File: src/rtl/vfd_modbus_frame_engine_assert.svh
// ----------------------------------------------------------------------------
// Assertion macros for the drive frame engine
// Every macro uses the clk and rst of the module that includes this file.
// ----------------------------------------------------------------------------
`ifndef VFD_MODBUS_FRAME_ENGINE_ASSERT_SVH
`define VFD_MODBUS_FRAME_ENGINE_ASSERT_SVH

// Condition that holds at every clock edge outside reset
`define VFE_ASSERT(lbl, cond, msg) \
  lbl: assert property (@(posedge clk) disable iff (rst) (cond)) else $error(msg);

// Same-cycle implication
`define VFE_ASSERT_IMPL(lbl, ante, cons, msg) \
  lbl: assert property (@(posedge clk) disable iff (rst) (ante) |-> (cons)) else $error(msg);

// Next-cycle implication
`define VFE_ASSERT_NEXT(lbl, ante, cons, msg) \
  lbl: assert property (@(posedge clk) disable iff (rst) (ante) |=> (cons)) else $error(msg);

`endif

File: src/rtl/vfe_pkg.sv
// ----------------------------------------------------------------------------
// vfe_pkg
// Types, codes, constants and the CRC-16 byte step of the drive frame engine.
// ----------------------------------------------------------------------------
package vfe_pkg;

  // Input function codes
  localparam logic [2:0] FUNC_READ  = 3'd0;
  localparam logic [2:0] FUNC_SETF  = 3'd1;
  localparam logic [2:0] FUNC_START = 3'd2;
  localparam logic [2:0] FUNC_STOP  = 3'd3;
  localparam logic [2:0] FUNC_RX    = 3'd4;

  // Result kinds
  localparam logic KIND_TX     = 1'b0;
  localparam logic KIND_REPORT = 1'b1;

  // CRC-16 (reflected 0x8005)
  localparam logic [15:0] CRC_POLY = 16'hA001;
  localparam logic [15:0] CRC_INIT = 16'hFFFF;

  // Frame bytes
  localparam logic [7:0] FC_READ     = 8'h04;
  localparam logic [7:0] FC_WRITE    = 8'h05;
  localparam logic [7:0] FC_CTRL     = 8'h03;
  localparam logic [7:0] BYTE_ONE    = 8'h01;
  localparam logic [7:0] BYTE_TWO    = 8'h02;
  localparam logic [7:0] READ_REG    = 8'h03;
  localparam logic [7:0] CMD_RUN     = 8'h01;
  localparam logic [7:0] CMD_STOP    = 8'h08;

  // Expected reply lengths
  localparam logic [3:0] REPLY_LEN_READ = 4'd8;
  localparam logic [3:0] REPLY_LEN_SETF = 4'd7;
  localparam logic [3:0] REPLY_LEN_CTRL = 4'd6;

  // Body lengths of request frames (before the two CRC bytes)
  localparam logic [2:0] BODY_LEN_SETF = 3'd5;
  localparam logic [2:0] BODY_LEN_CTRL = 3'd4;

  // Reply byte positions
  localparam logic [3:0] RX_POS_ADDR = 4'd0;
  localparam logic [3:0] RX_POS_VHI  = 4'd4;
  localparam logic [3:0] RX_POS_VLO  = 4'd5;

  // speed*100/60 = floor(speed*5/3); saturates above this speed.
  // Below it, floor(speed*5/3) = (speed * 5*ceil(2^21/3)) >> 21 exactly.
  localparam logic [19:0] SPEED_SAT_LIMIT = 20'd39321;
  localparam logic [21:0] FREQ_MULT       = 22'd3495255;
  localparam int          FREQ_SHIFT      = 21;

  localparam logic [7:0] SLAVE_ADDR_RST = 8'h01;

  // Command queue
  localparam int QDEPTH = 2;
  localparam int QPTR_W = $clog2(QDEPTH);

  typedef enum logic [2:0] {
    OP_READ,
    OP_SETF,
    OP_START,
    OP_STOP,
    OP_RX
  } op_t;

  // Classified command: frequency for set-frequency, byte for a received byte
  typedef struct packed {
    op_t         op;
    logic [15:0] data;
  } q_entry_t;

  typedef struct packed {
    logic        kind;
    logic [7:0]  tx_byte;
    logic        last;
    logic        crc_ok;
    logic        addr_ok;
    logic [15:0] reply_value;
  } rsp_t;

  // One byte through the CRC, LSB first
  function automatic logic [15:0] crc_byte(input logic [15:0] crc, input logic [7:0] b);
    logic [15:0] c;
    c = crc ^ {8'h00, b};
    for (int i = 0; i < 8; i++) begin
      c = c[0] ? ((c >> 1) ^ CRC_POLY) : (c >> 1);
    end
    return c;
  endfunction

endpackage

File: src/rtl/vfe_if.sv
// ----------------------------------------------------------------------------
// Channel interfaces
// Command, response and configuration channels with valid/ready handshake.
// ----------------------------------------------------------------------------
interface vfe_cmd_if;
  logic        valid;
  logic        ready;
  logic [2:0]  func;
  logic [19:0] speed_rpm;
  logic [7:0]  rx_byte;

  modport source (output valid, func, speed_rpm, rx_byte, input ready);
  modport sink   (input valid, func, speed_rpm, rx_byte, output ready);
endinterface

interface vfe_rsp_if;
  logic        valid;
  logic        ready;
  logic        kind;
  logic [7:0]  tx_byte;
  logic        last;
  logic        crc_ok;
  logic        addr_ok;
  logic [15:0] reply_value;

  modport source (output valid, kind, tx_byte, last, crc_ok, addr_ok, reply_value,
                  input ready);
  modport sink   (input valid, kind, tx_byte, last, crc_ok, addr_ok, reply_value,
                  output ready);
endinterface

interface vfe_cfg_if;
  logic       valid;
  logic       ready;
  logic [7:0] slave_address;

  modport source (output valid, slave_address, input ready);
  modport sink   (input valid, slave_address, output ready);
endinterface

File: src/rtl/vfe_front.sv
// ----------------------------------------------------------------------------
// vfe_front
// Accepts commands, drops unused codes, converts speed to frequency and
// registers the classified command for the queue.
// ----------------------------------------------------------------------------
module vfe_front (
  input  logic            clk,
  input  logic            rst,
  vfe_cmd_if.sink         cmd,
  output vfe_pkg::q_entry_t ent,
  output logic            ent_valid,
  input  logic            ent_ready
);

  logic              fv;
  vfe_pkg::q_entry_t fent;
  vfe_pkg::q_entry_t cls;
  logic              keep;
  logic [37:0]       prod;
  logic [15:0]       freq;

  // Stage advances whenever it is empty or the queue takes its entry
  assign cmd.ready = !fv || ent_ready;
  assign ent       = fent;
  assign ent_valid = fv;

  // Frequency: floor(speed*5/3) via reciprocal, saturated to 16 bits
  assign prod = 38'(cmd.speed_rpm[15:0]) * 38'(vfe_pkg::FREQ_MULT);
  assign freq = (cmd.speed_rpm > vfe_pkg::SPEED_SAT_LIMIT) ? 16'hFFFF
              : prod[vfe_pkg::FREQ_SHIFT +: 16];

  // Classify
  always_comb begin
    keep     = 1'b1;
    cls.op   = vfe_pkg::OP_RX;
    cls.data = {8'h00, cmd.rx_byte};
    unique case (cmd.func)
      vfe_pkg::FUNC_READ:  cls.op = vfe_pkg::OP_READ;
      vfe_pkg::FUNC_SETF: begin
        cls.op   = vfe_pkg::OP_SETF;
        cls.data = freq;
      end
      vfe_pkg::FUNC_START: cls.op = vfe_pkg::OP_START;
      vfe_pkg::FUNC_STOP:  cls.op = vfe_pkg::OP_STOP;
      vfe_pkg::FUNC_RX:    cls.op = vfe_pkg::OP_RX;
      default:             keep   = 1'b0;
    endcase
  end

  always_ff @(posedge clk) begin
    if (rst) begin
      fv <= 1'b0;
    end else if (cmd.ready) begin
      fv <= cmd.valid && keep;
    end
  end

  always_ff @(posedge clk) begin
    if (cmd.ready && cmd.valid) begin
      fent <= cls;
    end
  end

endmodule

File: src/rtl/vfe_fifo.sv
// ----------------------------------------------------------------------------
// vfe_fifo
// Short command queue between front and back.
// ----------------------------------------------------------------------------
module vfe_fifo (
  input  logic              clk,
  input  logic              rst,
  input  vfe_pkg::q_entry_t din,
  input  logic              wr_valid,
  output logic              wr_ready,
  output vfe_pkg::q_entry_t dout,
  output logic              rd_valid,
  input  logic              rd_ready
);

  vfe_pkg::q_entry_t             mem [vfe_pkg::QDEPTH];
  logic [vfe_pkg::QPTR_W-1:0]    wr_ptr;
  logic [vfe_pkg::QPTR_W-1:0]    rd_ptr;
  logic [vfe_pkg::QPTR_W:0]      count;
  logic                          push;
  logic                          pop;

  assign wr_ready = (count != (vfe_pkg::QPTR_W + 1)'(vfe_pkg::QDEPTH));
  assign rd_valid = (count != '0);
  assign push     = wr_valid && wr_ready;
  assign pop      = rd_valid && rd_ready;
  assign dout     = mem[rd_ptr];

  // Storage
  always_ff @(posedge clk) begin
    if (push) begin
      mem[wr_ptr] <= din;
    end
  end

  // Pointers and fill count
  always_ff @(posedge clk) begin
    if (rst) begin
      wr_ptr <= '0;
      rd_ptr <= '0;
      count  <= '0;
    end else begin
      if (push) wr_ptr <= wr_ptr + 1'b1;
      if (pop)  rd_ptr <= rd_ptr + 1'b1;
      if (push && !pop) begin
        count <= count + 1'b1;
      end else if (pop && !push) begin
        count <= count - 1'b1;
      end
    end
  end

endmodule

File: src/rtl/vfe_back.sv
// ----------------------------------------------------------------------------
// vfe_back
// Executes queued commands: sends request frames with CRC one byte a cycle
// while rsp is ready, tracks the reply receiver and raises the reply report.
// ----------------------------------------------------------------------------
`include "vfd_modbus_frame_engine_assert.svh"

module vfe_back (
  input  logic              clk,
  input  logic              rst,
  input  vfe_pkg::q_entry_t q,
  input  logic              q_valid,
  output logic              q_ready,
  input  logic [7:0]        addr,
  vfe_rsp_if.source         rsp
);

  typedef enum logic [1:0] {
    ST_IDLE = 2'b01,
    ST_SEND = 2'b10
  } state_t;

  state_t         st;
  vfe_pkg::op_t   cur_op;
  logic [15:0]    freq;
  logic [2:0]     k;
  logic [15:0]    tx_crc;

  logic           ov;
  vfe_pkg::rsp_t  opay;
  logic           load;
  logic           pop;

  logic [3:0]     exp_len;
  logic [3:0]     rx_count;
  logic [15:0]    rx_crc;
  logic           rx_match;
  logic [7:0]     vh;
  logic [7:0]     vl;

  logic [2:0]     nbody;
  logic [7:0]     body;
  logic [7:0]     tx_sel;
  logic           tx_last;

  logic [7:0]     rx_b;
  logic           rx_take;
  logic [15:0]    rx_crc_n;
  logic [3:0]     rx_cnt_n;
  logic           rx_match_n;
  logic [7:0]     vh_n;
  logic [7:0]     vl_n;
  logic           report;

  logic           req_pop;
  logic           tx_end;
  logic           idx_ok;

  // Output register frees when empty or taken
  assign load    = !ov || rsp.ready;
  assign pop     = (st == ST_IDLE) && load && q_valid;
  assign q_ready = pop;

  assign rsp.valid       = ov;
  assign rsp.kind        = opay.kind;
  assign rsp.tx_byte     = opay.tx_byte;
  assign rsp.last        = opay.last;
  assign rsp.crc_ok      = opay.crc_ok;
  assign rsp.addr_ok     = opay.addr_ok;
  assign rsp.reply_value = opay.reply_value;

  // Body byte of the current request frame
  assign nbody = (cur_op == vfe_pkg::OP_SETF) ? vfe_pkg::BODY_LEN_SETF
               : vfe_pkg::BODY_LEN_CTRL;

  always_comb begin
    case (k)
      3'd0: body = addr;
      3'd1: body = (cur_op == vfe_pkg::OP_READ) ? vfe_pkg::FC_READ
                 : (cur_op == vfe_pkg::OP_SETF) ? vfe_pkg::FC_WRITE
                 : vfe_pkg::FC_CTRL;
      3'd2: body = (cur_op == vfe_pkg::OP_SETF) ? vfe_pkg::BYTE_TWO : vfe_pkg::BYTE_ONE;
      3'd3: body = (cur_op == vfe_pkg::OP_SETF)  ? freq[15:8]
                 : (cur_op == vfe_pkg::OP_READ)  ? vfe_pkg::READ_REG
                 : (cur_op == vfe_pkg::OP_START) ? vfe_pkg::CMD_RUN
                 : vfe_pkg::CMD_STOP;
      3'd4: body = freq[7:0];
      default: body = 8'h00;
    endcase
  end

  // Body bytes, then CRC low, then CRC high
  assign tx_sel  = (k < nbody) ? body : (k == nbody) ? tx_crc[7:0] : tx_crc[15:8];
  assign tx_last = (k == nbody + 3'd1);

  // Receiver step for one reply byte
  assign rx_b       = q.data[7:0];
  assign rx_take    = (rx_count < exp_len);
  assign rx_crc_n   = vfe_pkg::crc_byte(rx_crc, rx_b);
  assign rx_cnt_n   = rx_count + 4'd1;
  assign rx_match_n = (rx_count == vfe_pkg::RX_POS_ADDR) ? (rx_b == addr) : rx_match;
  assign vh_n       = (rx_count == vfe_pkg::RX_POS_VHI) ? rx_b : vh;
  assign vl_n       = (rx_count == vfe_pkg::RX_POS_VLO) ? rx_b : vl;
  assign report     = rx_take && (rx_cnt_n == exp_len);

  // Sequencer, receiver state and output register
  always_ff @(posedge clk) begin
    if (rst) begin
      st       <= ST_IDLE;
      ov       <= 1'b0;
      exp_len  <= vfe_pkg::REPLY_LEN_READ;
      rx_count <= '0;
      rx_crc   <= vfe_pkg::CRC_INIT;
      rx_match <= 1'b0;
      vh       <= '0;
      vl       <= '0;
    end else begin
      unique case (st)
        ST_SEND: begin
          if (load) begin
            ov                <= 1'b1;
            opay.kind         <= vfe_pkg::KIND_TX;
            opay.tx_byte      <= tx_sel;
            opay.last         <= tx_last;
            opay.crc_ok       <= 1'b0;
            opay.addr_ok      <= 1'b0;
            opay.reply_value  <= '0;
            if (k < nbody) tx_crc <= vfe_pkg::crc_byte(tx_crc, body);
            k <= k + 3'd1;
            if (tx_last) st <= ST_IDLE;
          end
        end
        ST_IDLE: begin
          if (pop) begin
            if (q.op == vfe_pkg::OP_RX) begin
              if (rx_take) begin
                rx_crc   <= rx_crc_n;
                rx_count <= rx_cnt_n;
                rx_match <= rx_match_n;
                vh       <= vh_n;
                vl       <= vl_n;
              end
              ov <= report;
              if (report) begin
                opay.kind         <= vfe_pkg::KIND_REPORT;
                opay.tx_byte      <= '0;
                opay.last         <= 1'b1;
                opay.crc_ok       <= (rx_crc_n == 16'h0000);
                opay.addr_ok      <= rx_match_n;
                opay.reply_value  <= {vh_n, vl_n};
              end
            end else begin
              // New request: set reply length, clear receiver, send address
              exp_len  <= (q.op == vfe_pkg::OP_READ) ? vfe_pkg::REPLY_LEN_READ
                        : (q.op == vfe_pkg::OP_SETF) ? vfe_pkg::REPLY_LEN_SETF
                        : vfe_pkg::REPLY_LEN_CTRL;
              rx_count <= '0;
              rx_crc   <= vfe_pkg::CRC_INIT;
              rx_match <= 1'b0;
              vh       <= '0;
              vl       <= '0;
              cur_op   <= q.op;
              freq     <= q.data;
              k        <= 3'd1;
              tx_crc   <= vfe_pkg::crc_byte(vfe_pkg::CRC_INIT, addr);
              ov                <= 1'b1;
              opay.kind         <= vfe_pkg::KIND_TX;
              opay.tx_byte      <= addr;
              opay.last         <= 1'b0;
              opay.crc_ok       <= 1'b0;
              opay.addr_ok      <= 1'b0;
              opay.reply_value  <= '0;
              st                <= ST_SEND;
            end
          end else if (load) begin
            ov <= 1'b0;
          end
        end
        default: st <= ST_IDLE;
      endcase
    end
  end

  // Terms for the checks
  assign req_pop = pop && (q.op != vfe_pkg::OP_RX);
  assign tx_end  = ov && (opay.kind == vfe_pkg::KIND_TX) && opay.last;
  assign idx_ok  = (k >= 3'd1) && (k <= nbody + 3'd1);

  // Checks
  `VFE_ASSERT(a_rx_count_bound, rx_count <= exp_len, "receive count passed reply length")
  `VFE_ASSERT_IMPL(a_tx_index, st == ST_SEND, idx_ok, "frame index out of range")
  `VFE_ASSERT_IMPL(a_last_ends_frame, tx_end, st == ST_IDLE, "busy after last frame byte")
  `VFE_ASSERT_NEXT(a_req_first_byte, req_pop, ov && opay.tx_byte == $past(addr), "bad first byte")

endmodule

File: src/rtl/vfd_modbus_frame_engine.sv
// ----------------------------------------------------------------------------
// vfd_modbus_frame_engine
// Frames drive requests with CRC-16 and checks the drive's replies.
//
//   channel  dir  handshake     payload
//   cmd      in   valid/ready   func, speed_rpm, rx_byte
//   rsp      out  valid/ready   kind, tx_byte, last, crc_ok, addr_ok, reply_value
//   cfg      in   valid/ready   slave_address (always ready)
//
// A request gives six or seven frame bytes, one per cycle unless rsp stalls,
// the first in the cycle after it leaves the queue; the back-end sequencer
// sets that pace. Received bytes give a report on the final byte.
// Commands pass the front stage register and the queue to the back end.
// Reset (rst, synchronous) empties the queue and sets reply length 8, address 1.
// A stalled rsp holds the back end; the two-entry queue and front stage keep
// accepting until full.
// ----------------------------------------------------------------------------
module vfd_modbus_frame_engine (
  input  logic      clk,
  input  logic      rst,
  vfe_cmd_if.sink   cmd,
  vfe_rsp_if.source rsp,
  vfe_cfg_if.sink   cfg
);

  logic [7:0]        slave_address;
  vfe_pkg::q_entry_t f_ent;
  logic              f_valid;
  logic              f_ready;
  vfe_pkg::q_entry_t q_ent;
  logic              q_valid;
  logic              q_ready;

  // Configuration register
  assign cfg.ready = 1'b1;

  always_ff @(posedge clk) begin
    if (rst) begin
      slave_address <= vfe_pkg::SLAVE_ADDR_RST;
    end else if (cfg.valid) begin
      slave_address <= cfg.slave_address;
    end
  end

  vfe_front u_front (
    .clk       (clk),
    .rst       (rst),
    .cmd       (cmd),
    .ent       (f_ent),
    .ent_valid (f_valid),
    .ent_ready (f_ready)
  );

  vfe_fifo u_fifo (
    .clk      (clk),
    .rst      (rst),
    .din      (f_ent),
    .wr_valid (f_valid),
    .wr_ready (f_ready),
    .dout     (q_ent),
    .rd_valid (q_valid),
    .rd_ready (q_ready)
  );

  vfe_back u_back (
    .clk     (clk),
    .rst     (rst),
    .q       (q_ent),
    .q_valid (q_valid),
    .q_ready (q_ready),
    .addr    (slave_address),
    .rsp     (rsp)
  );

endmodule
File: src/flat_wrapper.sv
// flat-port wrapper written by rule: the top's interface ports become plain ports
module vfd_modbus_frame_engine_flat 
  (clk, rst, cmd_valid, cmd_func, cmd_speed_rpm, cmd_rx_byte, cmd_ready, rsp_valid, rsp_kind, rsp_tx_byte, rsp_last, rsp_crc_ok, rsp_addr_ok, rsp_reply_value, rsp_ready, cfg_valid, cfg_slave_address, cfg_ready);
  vfe_cmd_if cmd_i ();
  vfe_rsp_if rsp_i ();
  vfe_cfg_if cfg_i ();
  input  logic clk;
  input  logic rst;
  input wire logic [$bits(cmd_i.valid)-1:0] cmd_valid;
  input wire logic [$bits(cmd_i.func)-1:0] cmd_func;
  input wire logic [$bits(cmd_i.speed_rpm)-1:0] cmd_speed_rpm;
  input wire logic [$bits(cmd_i.rx_byte)-1:0] cmd_rx_byte;
  output wire logic [$bits(cmd_i.ready)-1:0] cmd_ready;
  output wire logic [$bits(rsp_i.valid)-1:0] rsp_valid;
  output wire logic [$bits(rsp_i.kind)-1:0] rsp_kind;
  output wire logic [$bits(rsp_i.tx_byte)-1:0] rsp_tx_byte;
  output wire logic [$bits(rsp_i.last)-1:0] rsp_last;
  output wire logic [$bits(rsp_i.crc_ok)-1:0] rsp_crc_ok;
  output wire logic [$bits(rsp_i.addr_ok)-1:0] rsp_addr_ok;
  output wire logic [$bits(rsp_i.reply_value)-1:0] rsp_reply_value;
  input wire logic [$bits(rsp_i.ready)-1:0] rsp_ready;
  input wire logic [$bits(cfg_i.valid)-1:0] cfg_valid;
  input wire logic [$bits(cfg_i.slave_address)-1:0] cfg_slave_address;
  output wire logic [$bits(cfg_i.ready)-1:0] cfg_ready;
  assign cmd_i.valid = cmd_valid;
  assign cmd_i.func = cmd_func;
  assign cmd_i.speed_rpm = cmd_speed_rpm;
  assign cmd_i.rx_byte = cmd_rx_byte;
  assign cmd_ready = cmd_i.ready;
  assign rsp_valid = rsp_i.valid;
  assign rsp_kind = rsp_i.kind;
  assign rsp_tx_byte = rsp_i.tx_byte;
  assign rsp_last = rsp_i.last;
  assign rsp_crc_ok = rsp_i.crc_ok;
  assign rsp_addr_ok = rsp_i.addr_ok;
  assign rsp_reply_value = rsp_i.reply_value;
  assign rsp_i.ready = rsp_ready;
  assign cfg_i.valid = cfg_valid;
  assign cfg_i.slave_address = cfg_slave_address;
  assign cfg_ready = cfg_i.ready;
  vfd_modbus_frame_engine u_core (.clk(clk), .rst(rst), .cmd(cmd_i), .rsp(rsp_i), .cfg(cfg_i));
endmodule
File: config.mk
export PLATFORM = sky130hd
export DESIGN_NAME = vfd_modbus_frame_engine_flat
export DESIGN_NICKNAME = d
export VERILOG_FILES = /design/src/rtl/vfe_pkg.sv /design/src/rtl/vfe_if.sv /design/src/rtl/vfe_front.sv /design/src/rtl/vfe_fifo.sv /design/src/rtl/vfe_back.sv /design/src/rtl/vfd_modbus_frame_engine.sv /design/src/flat_wrapper.sv
export VERILOG_INCLUDE_DIRS = /design/src /design/src/rtl
export SDC_FILE = /design/constraint.sdc
export NUM_CORES = 1
export LEC_CHECK = 0
export BUFFER_PORTS_ARGS = -buffer_cell sky130_fd_sc_hd__buf_2
export CORE_ASPECT_RATIO = 1.5
export CORE_MARGIN = 5
export CORE_UTILIZATION = 35
export DETAILED_ROUTE_END_ITERATION = 7
export SLEW_MARGIN = 10
export SYNTH_ARGS = -nofsm -noshare
export SYNTH_HDL_FRONTEND = slang
export SYNTH_HIERARCHICAL = 1
export SYNTH_SLANG_ARGS = --single-unit
File: constraint.sdc
create_clock -name clk -period 9.5 [get_ports clk]
set_input_delay 2.85 -clock clk [delete_from_list [all_inputs] [get_ports clk]]
set_output_delay 2.85 -clock clk [all_outputs]
set_load 0.01 [all_outputs]
==> impl_metrics.tcl <==
set metrics [dict create \
    outcome "finished clean" \
    dp_hpwl_um 26100 \
    antenna_cells 0 \
    slowest_delay_ns 0.64 \
    required_ns 9.70 \
    arrival_ns 8.79 \
    reg2reg_slack_ns 5.93 \
    ys_types 84 \
    cellLeakagePower_nw 6.80 \
    wl_um 31700 \
    clkTransAtPathRegs_ns 0.07 \
    syn_area_sq_mm 0.0140 \
    dpl_worst_slack_ns 0.451 \
    ir_drop_uv 207 \
    power.density_mw_per_mm2 348 \
    syn_nets 1584 \
    place_congestion 0.902 \
    slew_viol_final 0 \
    cp_max_fo 6 \
    critPathSlowestCell "fa_1" \
    cts_setup_buffers 0 \
    holdPathEnd "u_core/u_fifo/mem[1][2]" \
    setup_viol 0 \
    cts_resized 0 \
    fin_ws_ns 0.911 \
    rr_endpoint "u_core/u_back/rsp.crc_ok" \
    chipHeight_um 255 \
    rsz0062_at_grt "no" \
    synth-edff-count 123 \
    cts.sinks 180 \
    htree_levels 4 \
    final.min_clock_period_ns 8.59 \
    fin_util 0.391 \
    via_count 9239 \
    worstSkewPairLatency_ns 0.44 \
    fmax_mhz 116 \
    min_period_over_period 0.904 \
    io_buffers 73 \
    area_growth_pct 10.2 \
    via_per_inst 5.01 \
    met2_usage 0.289 \
    fp-row-count 89 \
    ios 75 \
    grt_use_met3 0.0177 \
    overflow 0 \
    async_flop_share 0 \
    use_met1 0.152 \
    slew_headroom 0.242 \
    wl_per_cell_um 17.2 \
    root_buffer "clkbuf_16" \
    finalHoldViolations 0 \
    worst_slew_pin_slew_ns 1.14 \
    critical_path.most_common_cell "fa_1" \
    reg2regPathDepth 11 \
    fin_area_sq_mm 0.0154 \
    antenna_found_initial 0 \
    drv_cap 0 \
    nets 1633 \
    initial_core_util 0.355 \
    finalSetupTns_ns 0 \
    synth.area.top_cells "edfxtp_1 26%, fa_1 16%, ha_1 13%" \
    hold_class "flop to flop" \
    post-synth-top-area-cell "edfxtp_1" \
    die_area_sq_mm 0.0441 \
    coreArea_sq_mm 0.0394 \
    cts_buffers 17 \
    hold_start "u_core/u_front/ent[2]" \
    cts_tree "yes" \
    start_kind "primary input" \
    synth_warnings 6 \
    drc 0 \
    crit_type "primary input to flop" \
    busiest_layer "met2" \
    avgSynthCellArea_sq_um 10.9 \
    grt_max_degree 50 \
    synth_top_area_share 0.264 \
    end_kind "flop" \
    grt.total_usage 0.145 \
    path_cells "buf_2, ha_1, inv_1, fa_1, inv_1, fa_1, inv_1, fa_1, fa_1, fa_1, inv_1, ha_1, and2_4, and3_4, a221oi_2, o21ai_1, a41oi_2, o21ai_1, a2111oi_0, and4b_1" \
    grt_pass1_vias 9648 \
    cts_buffer_depth 2 \
    synthFlopType "edfxtp_1" \
    chipWidth_um 173 \
    postPlaceCellArea_sq_mm 0.0148 \
    drive_gt1_frac 0.130 \
    ys_seq_area_frac 0.346 \
    hold_ws_ns 0.445 \
    grt_pass1_wl_um 50900 \
    syn_inst 1281 \
    drtIter0Drc 400 \
    holdBufCountCts 0 \
    whs_path_depth 0 \
    fin_skew_ns 0.0157 \
    ys_seq_elements 180 \
    detail-route-antenna-nets 0 \
    first_pass_iters 5 \
]
==> per-stage QoR <==
| step | instances | total power [mW] |
|---|---|---|
| after floorplan | 1281 | 3.86 |
| after global placement | 1811 | 4.63 |
| after detailed placement | 1811 | 4.68 |
| after CTS | 1843 | 5.41 |
| after global routing | 1843 | 5.90 |
| final | 1843 | 5.36 |
==> worst max-delay path: cells and delay by family <==
family          cells  cell delay, ns
buf+inv             5            0.54
compound gates      5            1.33
simple gates        3            0.58
fa+ha+maj           7            3.46
==> placed cells by master (no fill, tap or decap), types with 9 or more instances in the layout <==
cell type,synthesis,routed
nand2b_1,9,9
ha_1,150,150
o211ai_1,10,10
a31oi_1,11,11
xor2_1,24,24
clkbuf_16,0,17
nor2_1,90,90
nand3_1,19,19
a21oi_1,47,47
or3_1,10,10
edfxtp_1,123,123
fa_1,109,109
dfxtp_1,57,57
o21ai_0,37,37
inv_1,178,178
nand2_1,47,47
xnor2_1,50,50
a22oi_1,19,19
buf_2,4,73
mux2_2,27,27
mux2i_1,35,35
a21o_1,16,16
nor3_1,15,15
==> cell type report <==
type | count | area (sq um)
Fill cell | 3950 | 24000
Multi-Input combinational cell | 871 | 8250
Sequential cell | 180 | 4830
Inverter | 179 | 672
Tap cell | 500 | 626
Clock buffer | 17 | 425
Timing Repair Buffer | 81 | 425
Clock inverter | 15 | 184
==> synth_stat cells (all sizes together) (3+ instances only) <==
| cell | n |
|---|---|
| xor2 | 27 |
| nor4 | 7 |
| ha | 150 |
| o211ai | 11 |
| o21a | 4 |
| xnor3 | 3 |
| o21bai | 6 |
| or3 | 10 |
| nand2b | 9 |
| and3 | 6 |
| a211o | 4 |
| o21ai | 45 |
| nand3 | 20 |
| a2111oi | 7 |
| fa | 109 |
| and2 | 9 |
| a22oi | 22 |
| mux2 | 30 |
| nand3b | 4 |
| nor3 | 15 |
| xnor2 | 52 |
| o311ai | 3 |
| dfxtp | 57 |
| or2 | 10 |
| a31oi | 11 |
| a211oi | 6 |
| clkbuf | 36 |
| a21oi | 48 |
| nor2b | 8 |
| nand2 | 47 |
| inv | 178 |
| mux2i | 35 |
| buf | 15 |
| nand4 | 8 |
| o22ai | 6 |
| nor2 | 90 |
| edfxtp | 123 |
| a21o | 16 |
==> report_power, final <==
part           internal [mW]  total [mW]  switching, mW
Clock                  0.357       0.702          0.345
Sequential              1.00        1.07         0.0640
Combinational           1.51        3.59           2.08
==> metal layers <==
layer	up-vias	share of wire
met5	-	0
met4	0	0.035
met3	49	0.021
met2	150	0.57
met1	4530	0.38
li1	4510	-
==> sequential cells by signal (all words and copies together) (netlist names), 8 cells and up, named ones only <==
signal	flops
u_core/u_back/tx_crc	16
u_core/u_back/vl	8
u_core/u_back/freq	16
u_core/u_front/ent	19
u_core/slave_address	8
u_core/u_back/vh	8
u_core/u_back/rsp.tx_byte	8
u_core/u_back/rx_crc	16
u_core/u_back/rsp.reply_value	16
u_core/u_fifo/mem	38
==> worst max-delay path by stage <==
stage	slack, ns	startpoint	cells after the start	to
floorplan	1.04	cmd_speed_rpm[1]	20	u_core/u_front/ent[12]
global placement	0.52	cmd_speed_rpm[1]	20	u_core/u_front/ent[10]
detailed placement	0.45	cmd_speed_rpm[1]	20	u_core/u_front/ent[10]
CTS	0.94	cmd_speed_rpm[1]	20	u_core/u_front/ent[10]
global route	0.53	cmd_speed_rpm[1]	20	u_core/u_front/ent[10]
finish	0.91	cmd_speed_rpm[1]	20	u_core/u_front/ent[10]
==> cells by family after synthesis <==
kind of cell | share of synthesized area
simple gates | 0.0905
mux | 0.0497
other cells | 0.000268
flops | 0.346
compound gates | 0.101
xor+xnor | 0.0570
fa+ha+maj | 0.290
buf+inv | 0.0654
Note: power is estimated with default switching activity, not from simulation.
